==> src/sv/ara_pkg.sv <==
// Shared types and constants of the address range allocator.
package ara_pkg;

  localparam int TABLE_ENTRIES = 64;
  localparam int ADDR_BITS     = 64;
  localparam int PORT_W        = 64;
  localparam int IDX_W         = $clog2(TABLE_ENTRIES);
  localparam int CNT_W         = IDX_W + 1;
  localparam int WCNT_W        = IDX_W + 2;

  typedef logic [ADDR_BITS-1:0] addr_t;

  typedef enum logic [1:0] {
    OP_ALLOC   = 2'd0,
    OP_TAKE    = 2'd1,
    OP_RELEASE = 2'd2,
    OP_RSVD    = 2'd3
  } op_e;

  typedef enum logic [1:0] {
    ST_OK       = 2'd0,
    ST_NO_FIT   = 2'd1,
    ST_NOT_FREE = 2'd2,
    ST_FULL     = 2'd3
  } status_e;

  typedef struct packed {
    logic accept;
    logic scan;
    logic decide;
    logic start_copy;
    logic copy;
    logic tail;
    logic finish;
  } ctrl_cmd_t;

  typedef struct packed {
    logic pass_done;
    logic skip;
    logic is_release;
  } dp_status_t;

endpackage

==> src/sv/ara_ctrl.sv <==
// Sequencer of the allocator: scan pass, decision, copy pass, tail push, result.
module ara_ctrl (
  input  logic               clk_i,
  input  logic               rst_ni,
  input  logic               start,
  output logic               busy,
  input  ara_pkg::dp_status_t st_i,
  output ara_pkg::ctrl_cmd_t  cmd_o
);

  typedef enum logic [5:0] {
    S_IDLE   = 6'b000001,
    S_SCAN   = 6'b000010,
    S_DECIDE = 6'b000100,
    S_COPY   = 6'b001000,
    S_TAIL   = 6'b010000,
    S_DONE   = 6'b100000
  } state_e;

  state_e state_q, state_d;

  always_ff @(posedge clk_i or negedge rst_ni) begin
    if (!rst_ni) begin
      state_q <= S_IDLE;
    end else begin
      state_q <= state_d;
    end
  end

  always_comb begin
    state_d = state_q;
    cmd_o   = '0;
    unique case (state_q)
      S_IDLE: begin
        if (start) begin
          cmd_o.accept = 1'b1;
          state_d      = S_SCAN;
        end
      end
      S_SCAN: begin
        cmd_o.scan = 1'b1;
        if (st_i.pass_done) state_d = S_DECIDE;
      end
      S_DECIDE: begin
        cmd_o.decide = 1'b1;
        if (st_i.skip) begin
          state_d = S_DONE;
        end else begin
          cmd_o.start_copy = 1'b1;
          state_d          = S_COPY;
        end
      end
      S_COPY: begin
        cmd_o.copy = 1'b1;
        if (st_i.pass_done) state_d = st_i.is_release ? S_TAIL : S_DONE;
      end
      S_TAIL: begin
        cmd_o.tail = 1'b1;
        state_d    = S_DONE;
      end
      S_DONE: begin
        cmd_o.finish = 1'b1;
        state_d      = S_IDLE;
      end
      default: state_d = S_IDLE;
    endcase
  end

  assign busy = (state_q != S_IDLE);

endmodule

==> config.mk <==
export PLATFORM = sky130hd
export DESIGN_NAME = ara_ctrl
export DESIGN_NICKNAME = d
export VERILOG_FILES = /design/src/sv/ara_pkg.sv /design/src/sv/ara_ctrl.sv
export SDC_FILE = /design/constraint.sdc
export NUM_CORES = 1
export LEC_CHECK = 0
export BUFFER_PORTS_ARGS = -buffer_cell sky130_fd_sc_hd__buf_2
export CAP_MARGIN = 20
export CORE_AREA = 2 2 39 41
export CTS_CLUSTER_DIAMETER = 120
export CTS_CLUSTER_SIZE = 12
export DETAILED_ROUTE_END_ITERATION = 12
export DIE_AREA = 0 0 41 43
export GPL_TIMING_DRIVEN = 0
export PLACE_DENSITY = 0.62
export SLEW_MARGIN = 20
export SYNTH_ARGS = -nofsm -noshare
export SYNTH_HDL_FRONTEND = slang
export SYNTH_SLANG_ARGS = --single-unit
export TNS_END_PERCENT = 1
==> constraint.sdc <==
create_clock -name clk_i -period 2.4 [get_ports clk_i]
set_input_delay 0.36 -clock clk_i [delete_from_list [all_inputs] [get_ports clk_i]]
set_output_delay 0.36 -clock clk_i [all_outputs]
set_load 0.005 [all_outputs]
# Word level (Yosys, flattened, before mapping)
# Cells that the tools add are included.
# op_classes
n_eq_ne,10
muxes,14
reduce_logical,1
# op_table
op,n
$mux W6,5
$pmux W6 S5,1
$mux W1,7
$eq A6 B1 Y1 const B,1
$eq A6 B2 Y1 const B,1
$eq A6 B3 Y1 const B,1
$eq A6 B4 Y1 const B,1
$eq A6 B5 Y1 const B,1
$eq A6 B6 Y1 const B,1
$ne A2 B2 Y1 const B,3
$ne A6 B1 Y1 const B,1
$reduce_and A3 Y1,1
$mux W2,1
# totals
reg_bits,6
in_bits,6
output_inout_bits,8
elab_cells,26

# Depth between registers and ports, before layout
# logic_depth
depth_word,3
depth_mapped,4
mapped_depth_nobuf,4

# Worst setup path before layout
# Ideal clock, no wire load.
# synth_path
path_kind,register to output
start,reg state_q[0]
end,out cmd_o[6] (netlist bit)
arrival_time_ps,1397
required_time_ps,2040
slack_ps,643
stages_incl_launch_ff,4
path_buffers,0
path_cell_list,dfstp_2 or4b_4 or2_2 nor2_1
# synth_rtl
element,line_no,source
start: declaration,ara_ctrl.sv:20,"state_e state_q, state_d;"
start signal: assignment,ara_ctrl.sv:26,state_q <= state_d;
end: declaration,ara_ctrl.sv:8,output ara_pkg::ctrl_cmd_t cmd_o

==> out/results.ini <==
[status]
status = finished, final reports clean

[grt]
grt_pass1_vias = 302
grt_pass1_wl_um = 1300
grt_start_max_net_pins = 8
grt-ovfl-total = 0
grtUsageTotal = 0.115
antenna_found_initial = 0

[finish]
drive_above_1_share = 0.411
diodes = 0
multiInputGateArea_sq_um = 199
n_fill_cell = 150
regMostFlops = state_q
nets = 63
largestRegisters = state_q (6)
largest_reg_flops = 6
area_growth_pct = 33.2
ff_latch_area_sq_um = 151

[power_and_ir_drop]
p_switching_uw = 176
power.static_leakage_nw = 0.272
power_frac_seq = 0.310
ir_worst_vdd_mv = 0.335
power_frac_comb = 0.488
p_sw_frac = 0.352
intPower_uw = 324
power_frac_clock = 0.202
cellPowerDensity_nw_per_um2 = 1030

[sta]
finClkSkew_ps = 9.23
finalMaxSlewViolations = 0
min_period_ps = 2130
tns_ps = 0
layout_worst_path_cycle_share = 0.889
rsz0062_at_grt = no
clock.fmax_mhz = 469
max_slew_margin = 0.761
setup_viol = 0
worstMarginPinSlew_ps = 353
final_hold_viol_count = 0
hold-worst-slack_ps = 334
final.setup.worst_slack_ps = 268

[setup_path]
slowest_stage = or4_4
cpLargestDelayFamily = simple AND/OR/NAND/NOR gates
r2r_cells = 4
r2r-start = state_q[0]
worstSetupEndpointType = output pin
worstPathArrival_ps = 1770
slowest_delay_ps = 550
timing.rr.end = state_q[4]
r2r_setup_slack_ps = 570
worst-path-buf-inv = 2
cp_max_fo = 5
worstPathRequired_ps = 2040
worstSetupPathType = flop to output pin
start_kind = flop
critical_path.cell_chain = or4_4, or3b_1, inv_1, buf_2
crit_cells = 4

[route]
wire_per_inst_um = 10.6
firstDrtPassIters = 4
final_antenna_net_count = 0
drt_iter0_drc = 2
via_count = 345
avgViaCountPerCell = 4.79
drc_errors = 0
wl_um = 766

[clock_network]
cts_max_level = 1
clk_pin_slew_worst_paths_ps = 50
cts_buffers = 3
cts_buffer_depth = 2
clock_latency_ps = 250
cts.sinks = 6
cts-root-buf = clkbuf_4
cts_tree = done
postCtsSetupBuffers = 0

[die]
io_pins = 14
die_w_um = 41
dieArea_sq_um = 1760
die_height_um = 43
fp-row-count = 14
coreArea_sq_um = 1380
initial_core_util = 0.264

[yosys]
yosysTopAreaCell = dfrtp_1
syn_area_sq_um = 365
synth_cell_types = 22
yosys.area.top_type_share = 0.342
syn_avg_cell_area_sq_um = 9.61
synth_nets = 44
synthCells = 38
synth_area_leaders = dfrtp_1 (34%), dfstp_2 (7.2%), nor2_1 (5.1%), a311oi_2 (4.1%), inv_1 (4.1%)
ys_warn_count = 0
yosys_register_bits = 6
yosysSeqAreaShare = 0.414

[run]
drv_cap = 0

[hold_path]
hp-start = st_i[2]
whs_endpoint = state_q[1]
hold_class = input port to flop
hold_depth = 2

[placed_design]
port_buffers = 13
hpwlAfterDp_um = 624
gp_congestion = 0.779
dp_slack_ps = 531

final cells by class:
class	count	share of cell area
clock buffer	4	0.0540
timing repair buffer	14	0.154
multi-input combinational	28	0.409
sequential	6	0.311
tap	16	0.0411
inverter	4	0.0308
layer usage:
layer	vias to the layer above	share of wire	GRT usage
met4	0	0	0.120
met2	14	0.48	0.141
met3	0	0.055	0.0366
li1	174	-	-
met1	157	0.47	0.145
met5	-	0	0
cell usage after synthesis:
cell type / count
o22ai_1: 1
and3_1: 2
nor4b_1: 1
or4_4: 1
nor2_1: 5
nor3_2: 1
nand2_1: 2
dfrtp_1: 5
a21o_1: 1
dfstp_2: 1
nand4b_1: 1
nor2b_1: 1
or4b_4: 1
xnor2_1: 1
inv_1: 4
o22a_1: 1
or2_2: 2
a311oi_2: 1
or3b_1: 1
nor3_1: 2
o31a_1: 1
nor3b_1: 2
cell families after synthesis:
group	share of synthesized area
and+or+nand+nor	0.394
DFF	0.414
AOI/OAI and AO/OA	0.127
buffers and inverters	0.0411
xor gates and xnor gates	0.0240
worst max path at each step:
stage,from,endpoint,slack (ps)
detailed placement,state_q[5],cmd_o[5],530
floorplan,state_q[0],cmd_o[6],640
finish,state_q[5],cmd_o[5],270
global route,state_q[5],cmd_o[5],190
CTS,state_q[5],cmd_o[5],250
global placement,state_q[5],cmd_o[5],530
through the flow:
stage	util	power [mW]	instances	instance area, sq um
floorplan	-	0.338	38	365
global placement	0.325	0.398	67	450
detailed placement	0.325	0.402	67	450
CTS	0.352	0.509	72	487
global route	0.352	0.546	72	487
finish	0.352	0.500	72	487
power by group through the flow:
stage | combinational, mW | sequential, mW | clock (mW)
finish | 0.244 | 0.155 | 0.101
global route | 0.274 | 0.163 | 0.109
CTS | 0.247 | 0.155 | 0.107
detailed placement | 0.245 | 0.157 | 0
global placement | 0.242 | 0.156 | 0
floorplan | 0.187 | 0.151 | 0
cells in the final DEF (no fill, tap or decap), types with 2 or more instances in the layout:
master	count
buf_2	13
nor2_1	5
dfrtp_1	5
inv_1	4
clkbuf_4	3
nor3b_1	2
nand2_1	2
or2_2	2
nor3_1	2
and3_1	2
repair_timing:
item	in CTS	in global routing
hold endpoints to repair	5	0
gates resized for setup	0	0
hold buffers	1	0
worst reg2reg max path, delay by kind of cell (launching register included):
family	cells	cell delay (ps)
AOI/OAI and AO/OA	2	580
and+or+nand+nor	2	670
DFF	1	530
Power figures use the tool's default switching activity.
